--- src/lpg_pkg.sv ---
// Shared types and constants of the looping playhead generator.
package lpg_pkg;

    localparam int unsigned MAX_FRAMES_DEF = 65536;

    localparam int unsigned FRAME_CNT_W = 17;
    localparam int unsigned SPEED_W     = 16;
    localparam int unsigned MODE_W      = 3;
    localparam int unsigned OPCODE_W    = 3;
    localparam int unsigned HEAD_W      = 16;
    localparam int unsigned FRAC_W      = 10;
    localparam int unsigned CFG_INDEX_W = 2;
    localparam int unsigned CFG_DATA_W  = 17;

    // Speed limits in Q6.10: 0.01 and 32.0 frames per tick.
    localparam logic [SPEED_W-1:0] SPEED_MIN = 16'd10;
    localparam logic [SPEED_W-1:0] SPEED_MAX = 16'd32768;

    // The step per tick is at most 32 frames, so a wrap quotient needs six bits.
    localparam int unsigned DIV_SHIFT_MAX = 5;

    localparam logic [OPCODE_W-1:0] OP_TICK        = 3'd0;
    localparam logic [OPCODE_W-1:0] OP_PLAY_TOGGLE = 3'd1;
    localparam logic [OPCODE_W-1:0] OP_STOP        = 3'd2;
    localparam logic [OPCODE_W-1:0] OP_SEEK        = 3'd3;
    localparam logic [OPCODE_W-1:0] OP_SCRUB_BEGIN = 3'd4;
    localparam logic [OPCODE_W-1:0] OP_SCRUB_END   = 3'd5;
    localparam logic [OPCODE_W-1:0] OP_SET_PAUSE   = 3'd6;

    localparam logic [MODE_W-1:0] MODE_NONE      = 3'd0;
    localparam logic [MODE_W-1:0] MODE_LOOP      = 3'd1;
    localparam logic [MODE_W-1:0] MODE_INVERSE   = 3'd2;
    localparam logic [MODE_W-1:0] MODE_PINGPONG  = 3'd3;
    localparam logic [MODE_W-1:0] MODE_ONCE_BACK = 3'd4;
    localparam logic [MODE_W-1:0] MODE_ROUNDTRIP = 3'd5;

    localparam logic [CFG_INDEX_W-1:0] CFG_FRAME_COUNT = 2'd0;
    localparam logic [CFG_INDEX_W-1:0] CFG_SPEED_Q10   = 2'd1;
    localparam logic [CFG_INDEX_W-1:0] CFG_LOOP_MODE   = 2'd2;

    typedef enum logic [2:0] {
        ST_IDLE,
        ST_EXEC,
        ST_STEP,
        ST_MOD,
        ST_FIN,
        ST_EMIT
    } t_state;

endpackage

--- src/lpg_item_if.sv ---
// Input channel of the playhead generator: one transport event or tick per transfer.
interface lpg_item_if;
    logic                           valid;
    logic                           ready;
    logic [lpg_pkg::OPCODE_W-1:0]   opcode;
    logic [lpg_pkg::HEAD_W-1:0]     seek_frame;
    logic                           pause_flag;

    modport source (output valid, output opcode, output seek_frame, output pause_flag,
                    input ready);
    modport sink   (input valid, input opcode, input seek_frame, input pause_flag,
                    output ready);
endinterface

--- src/lpg_result_if.sv ---
// Result channel of the playhead generator: head position and session flags.
interface lpg_result_if;
    logic                         valid;
    logic                         ready;
    logic [lpg_pkg::HEAD_W-1:0]   frame_index;
    logic                         frame_valid;
    logic                         playing;
    logic                         holding;
    logic                         session_on;
    logic                         natural_end;
    logic                         accepted;

    modport source (output valid, output frame_index, output frame_valid, output playing,
                    output holding, output session_on, output natural_end,
                    output accepted, input ready);
    modport sink   (input valid, input frame_index, input frame_valid, input playing,
                    input holding, input session_on, input natural_end,
                    input accepted, output ready);
endinterface

--- src/looping_playhead_generator.sv ---
// Top level: transport sequencer and loop-mode play head for one score slot.
//
// Usage: i_item carries transport events (play toggle, stop, seek, scrub begin and end,
// set pause) and 1 ms ticks; every transfer on i_item yields exactly one transfer on
// o_result with the head position and the session flags after that item. The
// configuration port writes frame_count, speed_q10 and loop_mode, one per cycle with
// i_cfg_we high, while no item is in flight.
//
// Timing: i_item.ready is high only while the sequencer is idle. An event, or a tick
// that does not run the head, passes from the EXEC state to EMIT, which loads o_result
// once the output register is free. A tick that runs the head passes EXEC, STEP and EMIT,
// and, when the head wraps in loop or inverse mode, also MOD and FIN: the wrap position
// comes from a shared compare-and-subtract unit that reduces the overshoot modulo the
// frame count, one quotient bit per cycle, six quotient bits in all. The sequencer goes
// back to idle as it loads the result, and only then takes the next item.
//
// A finished result sits in the output register; the next item may be taken meanwhile,
// and its result waits in the sequencer until the receiver has taken the previous one.
// Reset clears the transport state, the configuration (speed to 1.0 frame per tick)
// and the output valid flag.
module looping_playhead_generator #(
    parameter int unsigned MAX_FRAMES = lpg_pkg::MAX_FRAMES_DEF
) (
    input  logic                              i_clk,
    input  logic                              i_rst_n,
    input  logic                              i_cfg_we,
    input  logic [lpg_pkg::CFG_INDEX_W-1:0]   i_cfg_index,
    input  logic [lpg_pkg::CFG_DATA_W-1:0]    i_cfg_data,
    lpg_item_if.sink                          i_item,
    lpg_result_if.source                      o_result
);

    localparam logic [16:0] N_MAX = 17'(MAX_FRAMES);

    function automatic logic [15:0] f_clamp(input logic [15:0] x, input logic [15:0] lim);
        return (x > lim) ? lim : x;
    endfunction

    // Configuration.
    logic [16:0] r_frame_count;
    logic [15:0] r_speed;
    logic [2:0]  r_loop_mode;

    // Sequencer and transport state.
    lpg_pkg::t_state r_state, n_state;
    logic        r_play, n_play;
    logic        r_hold, n_hold;
    logic        r_session, n_session;
    logic        r_backward, n_backward;
    logic [2:0]  r_last_mode, n_last_mode;
    logic [15:0] r_head, n_head;
    logic [9:0]  r_phase, n_phase;
    logic        r_seek_valid, n_seek_valid;
    logic [15:0] r_seek_target, n_seek_target;
    logic        r_resume_valid, n_resume_valid;
    logic [15:0] r_resume_target, n_resume_target;

    // Current item and working values.
    logic [2:0]  r_op, n_op;
    logic [15:0] r_seek_frame, n_seek_frame;
    logic        r_pause_flag, n_pause_flag;
    logic [15:0] r_work_h, n_work_h;
    logic [16:0] r_rem, n_rem;
    logic [2:0]  r_k, n_k;
    logic        r_wrap_fwd, n_wrap_fwd;
    logic        r_f_valid, n_f_valid;
    logic        r_f_ended, n_f_ended;
    logic        r_f_acc, n_f_acc;

    // Output register.
    logic        r_out_valid, n_out_valid;
    logic [15:0] r_o_frame_index, n_o_frame_index;
    logic        r_o_frame_valid, n_o_frame_valid;
    logic        r_o_playing, n_o_playing;
    logic        r_o_holding, n_o_holding;
    logic        r_o_session_on, n_o_session_on;
    logic        r_o_natural_end, n_o_natural_end;
    logic        r_o_accepted, n_o_accepted;

    // Shared datapath.
    logic [16:0]        w_n;
    logic               w_n_zero;
    logic [16:0]        w_n_m1_full;
    logic [15:0]        w_nm1;
    logic               w_want;
    logic               w_open_bw;
    logic               w_resume_ok;
    logic [15:0]        w_hb;
    logic               w_bb;
    logic [15:0]        w_h_base;
    logic [15:0]        w_speed_sat;
    logic [15:0]        w_acc;
    logic [5:0]         w_step;
    logic signed [17:0] w_hs;
    logic               w_fwd_edge;
    logic               w_bwd_edge;
    logic [15:0]        w_edge_head;
    logic [17:0]        w_hs_inv;
    logic [16:0]        w_mod_in;
    logic [22:0]        w_div;
    logic               w_rem_ge;

    assign w_n         = (r_frame_count > N_MAX) ? N_MAX : r_frame_count;
    assign w_n_zero    = (w_n == 17'd0);
    assign w_n_m1_full = w_n - 17'd1;
    assign w_nm1       = w_n_m1_full[15:0];
    assign w_want      = r_play || r_hold;

    assign w_open_bw   = (r_loop_mode == lpg_pkg::MODE_INVERSE) ||
                         (r_loop_mode == lpg_pkg::MODE_ONCE_BACK);
    assign w_resume_ok = r_resume_valid && (r_resume_target != 16'd0);

    // Starting head: a new session takes the resume target or the edge it starts from.
    always_comb begin
        if (!r_session) begin
            w_hb = w_resume_ok ? r_resume_target : (w_open_bw ? w_nm1 : 16'd0);
            w_bb = w_open_bw;
        end else begin
            w_hb = r_head;
            w_bb = r_backward;
            if (r_loop_mode != r_last_mode) begin
                if ((r_loop_mode == lpg_pkg::MODE_NONE) ||
                    (r_loop_mode == lpg_pkg::MODE_LOOP)) begin
                    w_bb = 1'b0;
                end else if (w_open_bw) begin
                    w_bb = 1'b1;
                end
            end
        end
    end

    assign w_h_base = r_seek_valid ? f_clamp(r_seek_target, w_nm1) : f_clamp(w_hb, w_nm1);

    assign w_speed_sat = (r_speed < lpg_pkg::SPEED_MIN) ? lpg_pkg::SPEED_MIN :
                         (r_speed > lpg_pkg::SPEED_MAX) ? lpg_pkg::SPEED_MAX : r_speed;
    assign w_acc       = {6'd0, r_phase} + w_speed_sat;
    assign w_step      = w_acc[15:10];
    assign w_hs        = r_backward ? (signed'({2'b00, r_work_h}) - signed'({12'd0, w_step}))
                                    : (signed'({2'b00, r_work_h}) + signed'({12'd0, w_step}));
    assign w_fwd_edge  = !r_backward && (unsigned'(w_hs) >= {1'b0, w_n});
    assign w_bwd_edge  = r_backward && w_hs[17];
    assign w_edge_head = w_fwd_edge ? w_nm1 : 16'd0;

    // Past the backward edge the wrap works on the overshoot minus one, which is ~h.
    assign w_hs_inv = ~unsigned'(w_hs);
    assign w_mod_in = w_fwd_edge ? unsigned'(w_hs[16:0]) : w_hs_inv[16:0];

    assign w_div    = {6'd0, w_n} << r_k;
    assign w_rem_ge = ({6'd0, r_rem} >= w_div);

    assign i_item.ready = (r_state == lpg_pkg::ST_IDLE);

    assign o_result.valid       = r_out_valid;
    assign o_result.frame_index = r_o_frame_index;
    assign o_result.frame_valid = r_o_frame_valid;
    assign o_result.playing     = r_o_playing;
    assign o_result.holding     = r_o_holding;
    assign o_result.session_on  = r_o_session_on;
    assign o_result.natural_end = r_o_natural_end;
    assign o_result.accepted    = r_o_accepted;

    always_comb begin
        n_state         = r_state;
        n_play          = r_play;
        n_hold          = r_hold;
        n_session       = r_session;
        n_backward      = r_backward;
        n_last_mode     = r_last_mode;
        n_head          = r_head;
        n_phase         = r_phase;
        n_seek_valid    = r_seek_valid;
        n_seek_target   = r_seek_target;
        n_resume_valid  = r_resume_valid;
        n_resume_target = r_resume_target;
        n_op            = r_op;
        n_seek_frame    = r_seek_frame;
        n_pause_flag    = r_pause_flag;
        n_work_h        = r_work_h;
        n_rem           = r_rem;
        n_k             = r_k;
        n_wrap_fwd      = r_wrap_fwd;
        n_f_valid       = r_f_valid;
        n_f_ended       = r_f_ended;
        n_f_acc         = r_f_acc;
        n_out_valid     = r_out_valid && !o_result.ready;
        n_o_frame_index = r_o_frame_index;
        n_o_frame_valid = r_o_frame_valid;
        n_o_playing     = r_o_playing;
        n_o_holding     = r_o_holding;
        n_o_session_on  = r_o_session_on;
        n_o_natural_end = r_o_natural_end;
        n_o_accepted    = r_o_accepted;

        unique case (r_state)
            lpg_pkg::ST_IDLE: begin
                if (i_item.valid) begin
                    n_op         = i_item.opcode;
                    n_seek_frame = i_item.seek_frame;
                    n_pause_flag = i_item.pause_flag;
                    n_f_valid    = 1'b0;
                    n_f_ended    = 1'b0;
                    n_f_acc      = 1'b0;
                    n_state      = lpg_pkg::ST_EXEC;
                end
            end

            lpg_pkg::ST_EXEC: begin
                n_state = lpg_pkg::ST_EMIT;
                case (r_op)
                    lpg_pkg::OP_TICK: begin
                        priority if (!r_session && !w_want) begin
                            n_play = r_play;
                        end else if (!r_session && w_n_zero) begin
                            n_play = 1'b0;
                            n_hold = 1'b0;
                        end else if (r_session && !w_want) begin
                            n_session = 1'b0;
                        end else if (w_n_zero) begin
                            // Content went away under an open session.
                            n_play    = 1'b0;
                            n_hold    = 1'b0;
                            n_session = 1'b0;
                            n_f_ended = 1'b1;
                        end else begin
                            if (!r_session) begin
                                n_session      = 1'b1;
                                n_resume_valid = 1'b0;
                            end
                            n_last_mode  = r_loop_mode;
                            n_backward   = w_bb;
                            n_phase      = (!r_session || r_seek_valid) ? 10'd0 : r_phase;
                            n_seek_valid = 1'b0;
                            n_work_h     = w_h_base;
                            n_state      = lpg_pkg::ST_STEP;
                        end
                    end
                    lpg_pkg::OP_PLAY_TOGGLE: begin
                        if (r_play) begin
                            n_play         = 1'b0;
                            n_hold         = 1'b0;
                            n_resume_valid = 1'b0;
                            n_seek_valid   = 1'b0;
                            n_head         = 16'd0;
                            n_f_acc        = 1'b1;
                        end else if (!w_n_zero) begin
                            n_hold  = 1'b0;
                            n_play  = 1'b1;
                            n_f_acc = 1'b1;
                        end
                    end
                    lpg_pkg::OP_STOP: begin
                        n_play         = 1'b0;
                        n_hold         = 1'b0;
                        n_resume_valid = 1'b0;
                        n_seek_valid   = 1'b0;
                        n_head         = 16'd0;
                        n_f_acc        = 1'b1;
                    end
                    lpg_pkg::OP_SEEK: begin
                        if (!w_n_zero) begin
                            n_seek_valid    = 1'b1;
                            n_seek_target   = f_clamp(r_seek_frame, w_nm1);
                            n_resume_valid  = 1'b1;
                            n_resume_target = f_clamp(r_seek_frame, w_nm1);
                            n_head          = f_clamp(r_seek_frame, w_nm1);
                            n_f_acc         = 1'b1;
                        end
                    end
                    lpg_pkg::OP_SCRUB_BEGIN: begin
                        if (!r_play && !w_n_zero) begin
                            n_hold  = 1'b1;
                            n_f_acc = 1'b1;
                        end
                    end
                    lpg_pkg::OP_SCRUB_END: begin
                        n_hold  = 1'b0;
                        n_f_acc = 1'b1;
                    end
                    lpg_pkg::OP_SET_PAUSE: begin
                        if (r_play) begin
                            n_hold  = r_pause_flag;
                            n_f_acc = 1'b1;
                        end
                    end
                    default: begin
                        n_f_acc = 1'b0;
                    end
                endcase
            end

            lpg_pkg::ST_STEP: begin
                n_state = lpg_pkg::ST_EMIT;
                if (r_hold) begin
                    n_head    = r_work_h;
                    n_f_valid = 1'b1;
                end else begin
                    n_phase = w_acc[9:0];
                    if (!w_fwd_edge && !w_bwd_edge) begin
                        n_head    = w_hs[15:0];
                        n_f_valid = 1'b1;
                    end else begin
                        case (r_loop_mode)
                            lpg_pkg::MODE_NONE, lpg_pkg::MODE_ONCE_BACK: begin
                                n_head    = w_edge_head;
                                n_play    = 1'b0;
                                n_hold    = 1'b0;
                                n_session = 1'b0;
                                n_f_ended = 1'b1;
                            end
                            lpg_pkg::MODE_LOOP, lpg_pkg::MODE_INVERSE: begin
                                n_backward = (r_loop_mode == lpg_pkg::MODE_INVERSE);
                                n_phase    = 10'd0;
                                n_rem      = w_mod_in;
                                n_k        = 3'(lpg_pkg::DIV_SHIFT_MAX);
                                n_wrap_fwd = w_fwd_edge;
                                n_state    = lpg_pkg::ST_MOD;
                            end
                            lpg_pkg::MODE_PINGPONG: begin
                                n_backward = !r_backward;
                                n_head     = w_edge_head;
                                n_phase    = 10'd0;
                                n_f_valid  = 1'b1;
                            end
                            lpg_pkg::MODE_ROUNDTRIP: begin
                                if (w_bwd_edge) begin
                                    n_head    = 16'd0;
                                    n_play    = 1'b0;
                                    n_hold    = 1'b0;
                                    n_session = 1'b0;
                                    n_f_ended = 1'b1;
                                end else begin
                                    n_backward = 1'b1;
                                    n_head     = w_nm1;
                                    n_phase    = 10'd0;
                                    n_f_valid  = 1'b1;
                                end
                            end
                            default: begin
                                // Undefined modes saturate at the edge and keep running.
                                n_head    = w_edge_head;
                                n_f_valid = 1'b1;
                            end
                        endcase
                    end
                end
            end

            lpg_pkg::ST_MOD: begin
                // Restoring reduction: one shifted copy of the frame count per cycle.
                if (w_rem_ge) begin
                    n_rem = r_rem - w_div[16:0];
                end
                if (r_k == 3'd0) begin
                    n_state = lpg_pkg::ST_FIN;
                end else begin
                    n_k = r_k - 3'd1;
                end
            end

            lpg_pkg::ST_FIN: begin
                n_head    = r_wrap_fwd ? r_rem[15:0] : (w_nm1 - r_rem[15:0]);
                n_f_valid = 1'b1;
                n_state   = lpg_pkg::ST_EMIT;
            end

            lpg_pkg::ST_EMIT: begin
                if (!r_out_valid || o_result.ready) begin
                    n_out_valid     = 1'b1;
                    n_o_frame_index = r_head;
                    n_o_frame_valid = r_f_valid;
                    n_o_playing     = r_play;
                    n_o_holding     = r_hold;
                    n_o_session_on  = r_session;
                    n_o_natural_end = r_f_ended;
                    n_o_accepted    = r_f_acc;
                    n_state         = lpg_pkg::ST_IDLE;
                end
            end

            default: begin
                n_state = lpg_pkg::ST_IDLE;
            end
        endcase
    end

    always_ff @(posedge i_clk) begin
        if (!i_rst_n) begin
            r_frame_count <= 17'd0;
            r_speed       <= 16'd1024;
            r_loop_mode   <= lpg_pkg::MODE_NONE;
        end else if (i_cfg_we) begin
            unique case (i_cfg_index)
                lpg_pkg::CFG_FRAME_COUNT: r_frame_count <= i_cfg_data;
                lpg_pkg::CFG_SPEED_Q10:   r_speed       <= i_cfg_data[15:0];
                lpg_pkg::CFG_LOOP_MODE:   r_loop_mode   <= i_cfg_data[2:0];
                default:                  r_loop_mode   <= r_loop_mode;
            endcase
        end
    end

    always_ff @(posedge i_clk) begin
        if (!i_rst_n) begin
            r_state        <= lpg_pkg::ST_IDLE;
            r_play         <= 1'b0;
            r_hold         <= 1'b0;
            r_session      <= 1'b0;
            r_backward     <= 1'b0;
            r_last_mode    <= lpg_pkg::MODE_NONE;
            r_head         <= 16'd0;
            r_phase        <= 10'd0;
            r_seek_valid   <= 1'b0;
            r_resume_valid <= 1'b0;
            r_out_valid    <= 1'b0;
        end else begin
            r_state        <= n_state;
            r_play         <= n_play;
            r_hold         <= n_hold;
            r_session      <= n_session;
            r_backward     <= n_backward;
            r_last_mode    <= n_last_mode;
            r_head         <= n_head;
            r_phase        <= n_phase;
            r_seek_valid   <= n_seek_valid;
            r_resume_valid <= n_resume_valid;
            r_out_valid    <= n_out_valid;
        end
    end

    always_ff @(posedge i_clk) begin
        r_seek_target   <= n_seek_target;
        r_resume_target <= n_resume_target;
        r_op            <= n_op;
        r_seek_frame    <= n_seek_frame;
        r_pause_flag    <= n_pause_flag;
        r_work_h        <= n_work_h;
        r_rem           <= n_rem;
        r_k             <= n_k;
        r_wrap_fwd      <= n_wrap_fwd;
        r_f_valid       <= n_f_valid;
        r_f_ended       <= n_f_ended;
        r_f_acc         <= n_f_acc;
        r_o_frame_index <= n_o_frame_index;
        r_o_frame_valid <= n_o_frame_valid;
        r_o_playing     <= n_o_playing;
        r_o_holding     <= n_o_holding;
        r_o_session_on  <= n_o_session_on;
        r_o_natural_end <= n_o_natural_end;
        r_o_accepted    <= n_o_accepted;
    end

endmodule

--- src/flat_wrapper.sv ---
// flat-port wrapper written by rule: the top's interface ports become plain ports
module looping_playhead_generator_flat 
#(
    parameter int unsigned MAX_FRAMES = lpg_pkg::MAX_FRAMES_DEF
)
  (i_clk, i_rst_n, i_cfg_we, i_cfg_index, i_cfg_data, i_item_valid, i_item_opcode, i_item_seek_frame, i_item_pause_flag, i_item_ready, o_result_valid, o_result_frame_index, o_result_frame_valid, o_result_playing, o_result_holding, o_result_session_on, o_result_natural_end, o_result_accepted, o_result_ready);
  lpg_item_if i_item_i ();
  lpg_result_if o_result_i ();
  input  logic i_clk;
  input  logic i_rst_n;
  input  logic i_cfg_we;
  input  logic [lpg_pkg::CFG_INDEX_W-1:0] i_cfg_index;
  input  logic [lpg_pkg::CFG_DATA_W-1:0] i_cfg_data;
  input wire logic [$bits(i_item_i.valid)-1:0] i_item_valid;
  input wire logic [$bits(i_item_i.opcode)-1:0] i_item_opcode;
  input wire logic [$bits(i_item_i.seek_frame)-1:0] i_item_seek_frame;
  input wire logic [$bits(i_item_i.pause_flag)-1:0] i_item_pause_flag;
  output wire logic [$bits(i_item_i.ready)-1:0] i_item_ready;
  output wire logic [$bits(o_result_i.valid)-1:0] o_result_valid;
  output wire logic [$bits(o_result_i.frame_index)-1:0] o_result_frame_index;
  output wire logic [$bits(o_result_i.frame_valid)-1:0] o_result_frame_valid;
  output wire logic [$bits(o_result_i.playing)-1:0] o_result_playing;
  output wire logic [$bits(o_result_i.holding)-1:0] o_result_holding;
  output wire logic [$bits(o_result_i.session_on)-1:0] o_result_session_on;
  output wire logic [$bits(o_result_i.natural_end)-1:0] o_result_natural_end;
  output wire logic [$bits(o_result_i.accepted)-1:0] o_result_accepted;
  input wire logic [$bits(o_result_i.ready)-1:0] o_result_ready;
  assign i_item_i.valid = i_item_valid;
  assign i_item_i.opcode = i_item_opcode;
  assign i_item_i.seek_frame = i_item_seek_frame;
  assign i_item_i.pause_flag = i_item_pause_flag;
  assign i_item_ready = i_item_i.ready;
  assign o_result_valid = o_result_i.valid;
  assign o_result_frame_index = o_result_i.frame_index;
  assign o_result_frame_valid = o_result_i.frame_valid;
  assign o_result_playing = o_result_i.playing;
  assign o_result_holding = o_result_i.holding;
  assign o_result_session_on = o_result_i.session_on;
  assign o_result_natural_end = o_result_i.natural_end;
  assign o_result_accepted = o_result_i.accepted;
  assign o_result_i.ready = o_result_ready;
  looping_playhead_generator #(.MAX_FRAMES(MAX_FRAMES)) u_core (.i_clk(i_clk), .i_rst_n(i_rst_n), .i_cfg_we(i_cfg_we), .i_cfg_index(i_cfg_index), .i_cfg_data(i_cfg_data), .i_item(i_item_i), .o_result(o_result_i));
endmodule
--- config.mk ---
export PLATFORM = sky130hd
export DESIGN_NAME = looping_playhead_generator_flat
export DESIGN_NICKNAME = d
export VERILOG_FILES = /design/src/lpg_pkg.sv /design/src/lpg_item_if.sv /design/src/lpg_result_if.sv /design/src/looping_playhead_generator.sv /design/src/flat_wrapper.sv
export SDC_FILE = /design/constraint.sdc
export NUM_CORES = 1
export LEC_CHECK = 0
export ABC_AREA = 1
export BUFFER_PORTS_ARGS = -buffer_cell sky130_fd_sc_hd__buf_4
export CELL_PAD_IN_SITES_DETAIL_PLACEMENT = 0
export CELL_PAD_IN_SITES_GLOBAL_PLACEMENT = 1
export CORE_MARGIN = 2
export CORE_UTILIZATION = 48
export CTS_CLUSTER_DIAMETER = 60
export DETAILED_ROUTE_END_ITERATION = 16
export HOLD_SLACK_MARGIN = 0.05
export PLACE_DENSITY_LB_ADDON = 0.1
export SLEW_MARGIN = 25
export SYNTH_ARGS = -nofsm -noshare
export SYNTH_HDL_FRONTEND = slang
export SYNTH_SLANG_ARGS = --single-unit
--- constraint.sdc ---
create_clock -name i_clk -period 13.8 [get_ports i_clk]
set_input_delay 2.76 -clock i_clk [delete_from_list [all_inputs] [get_ports i_clk]]
set_output_delay 2.76 -clock i_clk [all_outputs]
set_load 0.03 [all_outputs]
=== After elaboration in Yosys (flattened, before gate mapping) ===
Index checks and enable logic that the tools add are counted.

* Flip-flop bits (word level): 173
* Output and inout port bits: 24
* Word-level logic and storage cells: 308

* Add/subtract/negate cells: 7
* $lt $le $gt $ge: 8
* Equality and inequality tests: 62
* Shift-type cells: 1
* Muxes and demuxes: 127
* Bitwise gates (word level): 7
* Reduce and logical (&&, ||, !) cells: 64

{| class="wikitable"
|+ Operators by type and width
! operator !! number
|-
| 16-bit 2-to-1 mux || 16
|-
| 17-bit 2-to-1 mux || 6
|-
| 16-bit one-hot mux with 3 select lines || 2
|-
| 10-bit 2-to-1 mux || 9
|-
| 1-bit 2-to-1 mux || 56
|-
| 16-bit greater-than comparator || 3
|-
| 3-bit 2-to-1 mux || 15
|-
| 10-bit one-hot mux with 2 select lines || 2
|-
| 2-bit inequality test (second input constant) || 17
|-
| 17-bit one-hot mux with 2 select lines || 1
|-
| 16-bit one-hot mux with 2 select lines || 1
|-
| 8-bit AND reduction || 4
|-
| 17-bit by 23-bit greater-or-equal comparator with 1-bit output || 1
|-
| 17-bit by 3-bit left shift with 23-bit output || 1
|-
| 3-bit equality test (second input constant) || 7
|-
| 5-bit AND reduction || 4
|-
| 3-bit by 2-bit equality test with 1-bit output (second input constant) || 6
|-
| 18-bit by 17-bit greater-or-equal comparator with 1-bit output || 1
|-
| 18-bit 2-to-1 mux || 1
|-
| 3-bit one-hot mux with 6 select lines || 1
|-
| 9-bit AND reduction || 2
|-
| 16-bit by 6-bit adder with 17-bit output || 1
|-
| 17-bit greater-than comparator (second input constant) || 1
|-
| 17-bit zero test || 1
|-
| other kinds (46) || 117
|}

=== Logic depth before layout (Yosys ltp) ===
* Depth in word-level cells: 13
* Mapped depth: 55

=== Worst setup path before layout ===
Ideal clock, no wire load.

* Path kind: register -> register
* From: register u_core.r_speed[11]
* To: register u_core.r_rem[0] (enable)
* Arrival: 6,693 ps
* Required time: 13,403 ps
* Path slack: 6,711 ps
* Cell stages (with the launch flop): 46
* Path through: dfxtp_1 inv_1 nand3_1 or4_1 nand2_1 inv_1 clkbuf_1 nor3_1 ha_1 inv_1 fa_1 o21ai_0 nand2_1 o211ai_1 nand2_1 nand2_1 a21oi_1 nor2_1 [... 10 more ...] inv_1 ha_1 nand2_1 inv_1 nand2_1 nand2_1 nand2_1 nand3_1 nand2_1 nand2_1 nand2_1 nand2_1 nand2_1 nand2_1 nand2_1 nand3_1 nand3_1 a21oi_1

* Cells in the longest elaborated chain, start to end: 12
* Elaborated cells on any way between the ends: 16
* Those cells by class: add/sub (3); order compare (3); eq/ne (1); mux (3); reduce/logical (6)

{| class="wikitable"
|+ Ends and longest elaborated chain
! what !! line !! RTL
|-
| start: declaration || looping_playhead_generator.sv:41 || <nowiki>logic [15:0] r_speed;</nowiki>
|-
| start signal: assignment || looping_playhead_generator.sv:394 || <nowiki>lpg_pkg::CFG_SPEED_Q10: r_speed <= i_cfg_data[15:0];</nowiki>
|-
| 16-bit greater-than comparator || looping_playhead_generator.sv:135 || <nowiki>(r_speed > lpg_pkg::SPEED_MAX) ? lpg_pkg::SPEED_MAX : r_speed;</nowiki>
|-
| 16-bit 2-to-1 mux || looping_playhead_generator.sv:135 ||
|-
| 16-bit 2-to-1 mux * || looping_playhead_generator.sv:134 || <nowiki>assign w_speed_sat = (r_speed < lpg_pkg::SPEED_MIN) ? lpg_pkg::SPEED_MIN :</nowiki>
|-
| 10-bit by 16-bit adder with 16-bit output * || looping_playhead_generator.sv:136 || <nowiki>assign w_acc = {6'd0, r_phase} + w_speed_sat;</nowiki>
|-
| 16-bit by 6-bit adder with 17-bit output or 16-bit by 6-bit subtractor with 17-bit output (tied branches) || looping_playhead_generator.sv:139, looping_playhead_generator.sv:138 ||
|-
| 18-bit 2-to-1 mux * || looping_playhead_generator.sv:138 || <nowiki>assign w_hs = r_backward ? (signed'({2'b00, r_work_h}) - signed'({12'd0, w_step}))</nowiki>
|-
| 18-bit by 17-bit greater-or-equal comparator with 1-bit output || looping_playhead_generator.sv:140 || <nowiki>assign w_fwd_edge = !r_backward && (unsigned'(w_hs) >= {1'b0, w_n});</nowiki>
|-
| 1-bit logical AND || looping_playhead_generator.sv:140 ||
|-
| 1-bit zero test || looping_playhead_generator.sv:298 || <nowiki>if (!w_fwd_edge && !w_bwd_edge) begin</nowiki>
|-
| 1-bit logical AND * || looping_playhead_generator.sv:298 ||
|-
| 2-bit inequality test (no source line) * || n/a ||
|-
| 5-bit AND reduction (no source line) * || n/a ||
|-
| end signal: assignment || looping_playhead_generator.sv:436 || <nowiki>r_rem <= n_rem;</nowiki>
|-
| end: declaration || looping_playhead_generator.sv:63 || <nowiki>logic [16:0] r_rem, n_rem;</nowiki>
|}

Mark *: on every way between the ends. The rest lies on a longest branch, timed or not.
A chain may end at the register's enable or synchronous reset.

=== Worst setup path in the final report ===
* From: register u_core.r_speed[11]
* To: register u_core.r_head[14]

* Cells in the longest elaborated chain, start to end: 13
* Elaborated cells on any way between the ends: 22
* Those cells by class: add/sub (3); order compare (3); eq/ne (1); mux (9); reduce/logical (6)

{| class="wikitable"
|+ Ends and longest elaborated chain
! what !! line !! RTL
|-
| 16-bit greater-than comparator || looping_playhead_generator.sv:135 ||
|-
| 16-bit 2-to-1 mux || looping_playhead_generator.sv:135 ||
|-
| 16-bit 2-to-1 mux * || looping_playhead_generator.sv:134 ||
|-
| 10-bit by 16-bit adder with 16-bit output * || looping_playhead_generator.sv:136 ||
|-
| 16-bit by 6-bit adder with 17-bit output or 16-bit by 6-bit subtractor with 17-bit output (tied branches) || looping_playhead_generator.sv:139, looping_playhead_generator.sv:138 ||
|-
| 18-bit 2-to-1 mux * || looping_playhead_generator.sv:138 ||
|-
| 18-bit by 17-bit greater-or-equal comparator with 1-bit output || looping_playhead_generator.sv:140 ||
|-
| 1-bit logical AND || looping_playhead_generator.sv:140 ||
|-
| 16-bit 2-to-1 mux or 1-bit zero test (tied branches) || looping_playhead_generator.sv:142, looping_playhead_generator.sv:298 ||
|-
| 16-bit one-hot mux with 2 select lines or 1-bit logical AND (tied branches) || looping_playhead_generator.sv:302, looping_playhead_generator.sv:298 ||
|-
| 16-bit 2-to-1 mux || looping_playhead_generator.sv:298 ||
|-
| 16-bit 2-to-1 mux || looping_playhead_generator.sv:293 || <nowiki>if (r_hold) begin</nowiki>
|-
| 16-bit one-hot mux with 3 select lines || looping_playhead_generator.sv:194 || <nowiki>unique case (r_state)</nowiki>
|-
| end signal: assignment || looping_playhead_generator.sv:421 || <nowiki>r_head <= n_head;</nowiki>
|-
| end: declaration || looping_playhead_generator.sv:51 || <nowiki>logic [15:0] r_head, n_head;</nowiki>
|}

Marked as above.

==> results.py <==
metrics = {
    "timing": {
        "finalHoldViolations": 0,
        "fmax_mhz": 119,
        "finalCritPeriodShare_pct": 60.8,
        "tightest_slew_ns": 1.11,
        "fin_ws_ns": 5.40,
        "min_period_ns": 8.40,
        "finalHoldWorstSlack_ns": 0.435,
        "maxSlewHeadroom_pct": 25.2,
        "rsz0062_at_grt": "no",
        "fin_setup_tns_ns": 0,
        "setup_violations": 0,
        "clock_skew_ns": 0.0140,
        "slew_viol_final": 0,
    },
    "layout": {
        "mostFrequentLayoutCell": "nand2_1",
        "nFillCells": 3078,
        "multi_input_area_um2": 8960,
        "mostFrequentLayoutCells": "460 x nand2_1, 248 x inv_1, 199 x nor2_1",
        "utilization_pct": 52.9,
        "layout.nets": 2301,
        "syn_to_final_growth_pct": 9.41,
        "antenna_cells": 0,
        "ff_latch_area_um2": 4440,
        "drive_above_1_share_pct": 9.90,
        "final_cells": 2537,
    },
    "place": {
        "port_buffers": 67,
        "dpl.hpwl_um": 41400,
        "pre_cts_ws_ns": 5.46,
        "place.gp.congestion": 0.969,
        "place_inst": 2505,
    },
    "worst_setup_path": {
        "cp_max_fo": 34,
        "worst_path_dominant_cell_family": "simple AND/OR/NAND/NOR gates",
        "cp.required_ns": 14.16,
        "end_kind": "register",
        "crit_buf_inv": 7,
        "max_stage_delay_ns": 0.52,
        "r2r-start": "u_core.r_speed[11]",
        "arrival_ns": 8.75,
        "critPathSlowestCell": "or4_1",
        "cp-start-kind": "register",
        "r2r_cells": 47,
        "rrSetupSlack_ns": 5.40,
        "cpMostUsedCell": "nand2_1",
        "critical_path_class": "reg2reg",
        "timing.rr.end": "u_core.r_head[14]",
    },
    "synthesis": {
        "synthArstFlopShare_pct": 0,
        "synth_nets": 2273,
        "yosysSeqAreaShare_pct": 30.2,
        "postSynthRegisterBits": 173,
        "syn_area_per_cell_um2": 7.01,
        "ys_warn_count": 0,
        "synth_ff_type": "edfxtp_1",
        "yosys.cell_types.count": 73,
        "syn_area_um2": 14700,
        "syn_inst": 2100,
        "yosysTopAreaCell": "edfxtp_1",
        "netlist.area_leader.share_pct": 20.0,
        "synth_area_leaders": "edfxtp_1 20%, nand2_1 12%, ha_1 11%",
        "synth_edf_count": 98,
    },
    "min_path": {
        "hp-class": "reg2reg",
        "hold_end": "u_core.o_result.natural_end",
        "worstHoldStart": "u_core.r_f_ended",
        "whs_path_depth": 0,
    },
    "flow_run": {
        "cap_violations": 0,
    },
    "routing": {
        "via_per_inst": 5.75,
        "ant_nets": 0,
        "drt_iter0_markers": 1666,
        "post_drt_wl_per_cell_um": 20.6,
        "drc": 0,
        "drt_wl_total_um": 52200,
        "drt-pass1-iter-count": 6,
        "via_count": 14600,
    },
    "floorplanning": {
        "core-area_um2": 30400,
        "initial_core_util_pct": 48.4,
        "pin_count": 68,
        "die_h_um": 179,
        "core.rowCount": 64,
        "die_x_um": 179,
        "dieArea_um2": 32100,
    },
    "global_route": {
        "grt_use_total_pct": 33.0,
        "grt_overflow": 0,
        "grt_pass1_wl_um": 78800,
        "grt_start_max_net_pins": 61,
        "grt_pass1_vias": 13500,
        "antenna_found_initial": 0,
    },
    "clock_tree": {
        "cts_buffer_depth": 2,
        "clock_latency_ns": 0.46,
        "clk_pin_slew_worst_paths_ns": 0.08,
        "cts_tree": "done",
        "clock-root-buffer": "clkbuf_16",
        "cts_made_buffers": 17,
        "cts_resized": 0,
        "htreeDepth": 4,
        "cts.sinks": 173,
        "cts_hold_buf": 0,
        "cts_setup_buffers": 0,
    },
    "power_and_ir_drop": {
        "powerDensity_nw_per_um2": 113,
        "power.leakage_nw": 7.19,
        "irDropWorstVdd_v": 0.0000936,
    },
    "status": {
        "run_status": "completed",
    },
}
## how the worst max path moves through the flow
stage / start / end / slack (ns) / cells past startpoint
after floorplan: u_core.r_speed[11] / u_core.r_rem[0] / 6.71 / 45
after global placement: u_core.r_speed[11] / u_core.r_head[14] / 5.59 / 47
after detailed placement: u_core.r_speed[11] / u_core.r_head[14] / 5.46 / 47
after CTS: u_core.r_speed[11] / u_core.r_head[14] / 5.44 / 47
after global routing: u_core.r_speed[11] / u_core.r_head[14] / 4.58 / 47
final: u_core.r_speed[11] / u_core.r_head[14] / 5.40 / 47
## kinds of logic after synthesis
kind of cell	Yosys count	synth area share [%]
adders and majority gates	129	11.2
xor gates and xnor gates	45	3.01
buffers and inverters	340	9.07
AOI/OAI and AO/OA	503	19.5
and+or+nand+nor	908	26.9
muxes	2	0.136
DFF	173	30.2
## metrics by stage
stage | total power [W] | cell area, µm²
2_1_floorplan | 0.00111 | 14700
3_3_place_gp | 0.00131 | 15500
3_5_place_dp | 0.00132 | 15500
4_1_cts | 0.00182 | 16100
5_1_grt | 0.00193 | 16100
6_report | 0.00182 | 16100
## final cells by class
class	count	area share, %
Sequential cell	173	27.6
Inverter	270	6.31
Clock buffer	17	2.64
Tap cell	396	3.08
Timing Repair Buffer	79	3.68
Clock inverter	15	1.05
Multi-Input combinational cell	1587	55.6
## power breakdown
group	switching (W)	total, W	leakage (nW)	internal, W
Sequential	0.0000385	0.000639	1.52	0.000601
Combinational	0.000471	0.000682	5.37	0.000211
Clock	0.000244	0.000503	0.295	0.000259
## sequential cells by signal, summed over array words and instances, names as in the netlist, 3 cells and up
name / cells
u_core.r_op: 3
u_core.r_last_mode: 3
u_core.r_work_h: 16
u_core.r_speed: 16
u_core.r_loop_mode: 3
u_core.r_seek_target: 16
u_core.r_k: 3
u_core.r_rem: 17
u_core.r_head: 16
u_core.r_seek_frame: 16
u_core.r_phase: 10
u_core.r_state: 3
u_core.o_result.frame_index: 16
u_core.r_frame_count: 17
## cell usage after synthesis, drive strengths merged, types with 2 or more instances
library cell	n
a22oi	6
o21bai	6
a211oi	4
nand4	30
clkbuf	48
nor2	213
o311ai	2
or2	7
xor2	35
a31oi	16
a221oi	3
o21ai	235
nand3	124
buf	22
dfxtp	75
o22ai	11
nor4	7
inv	263
o2111ai	2
nand3b	10
a21o	5
o221ai	2
clkinv	7
o31ai	8
o211ai	14
a21oi	172
mux2i	2
fa	5
o41ai	4
xnor2	10
ha	124
nor3	28
edfxtp	98
o21a	2
a21boi	5
nand2	486
## routing by layer
metal / GRT usage (%) / wire length (µm) / up-vias
met5: 0 / 0 / -
met4: 12.7 / 1880 / 0
met3: 5.20 / 3710 / 91
met2: 50.4 / 22800 / 591
met1: 46.7 / 23800 / 6779
li1: - / - / 7133
(Power assumes the default switching activity.)
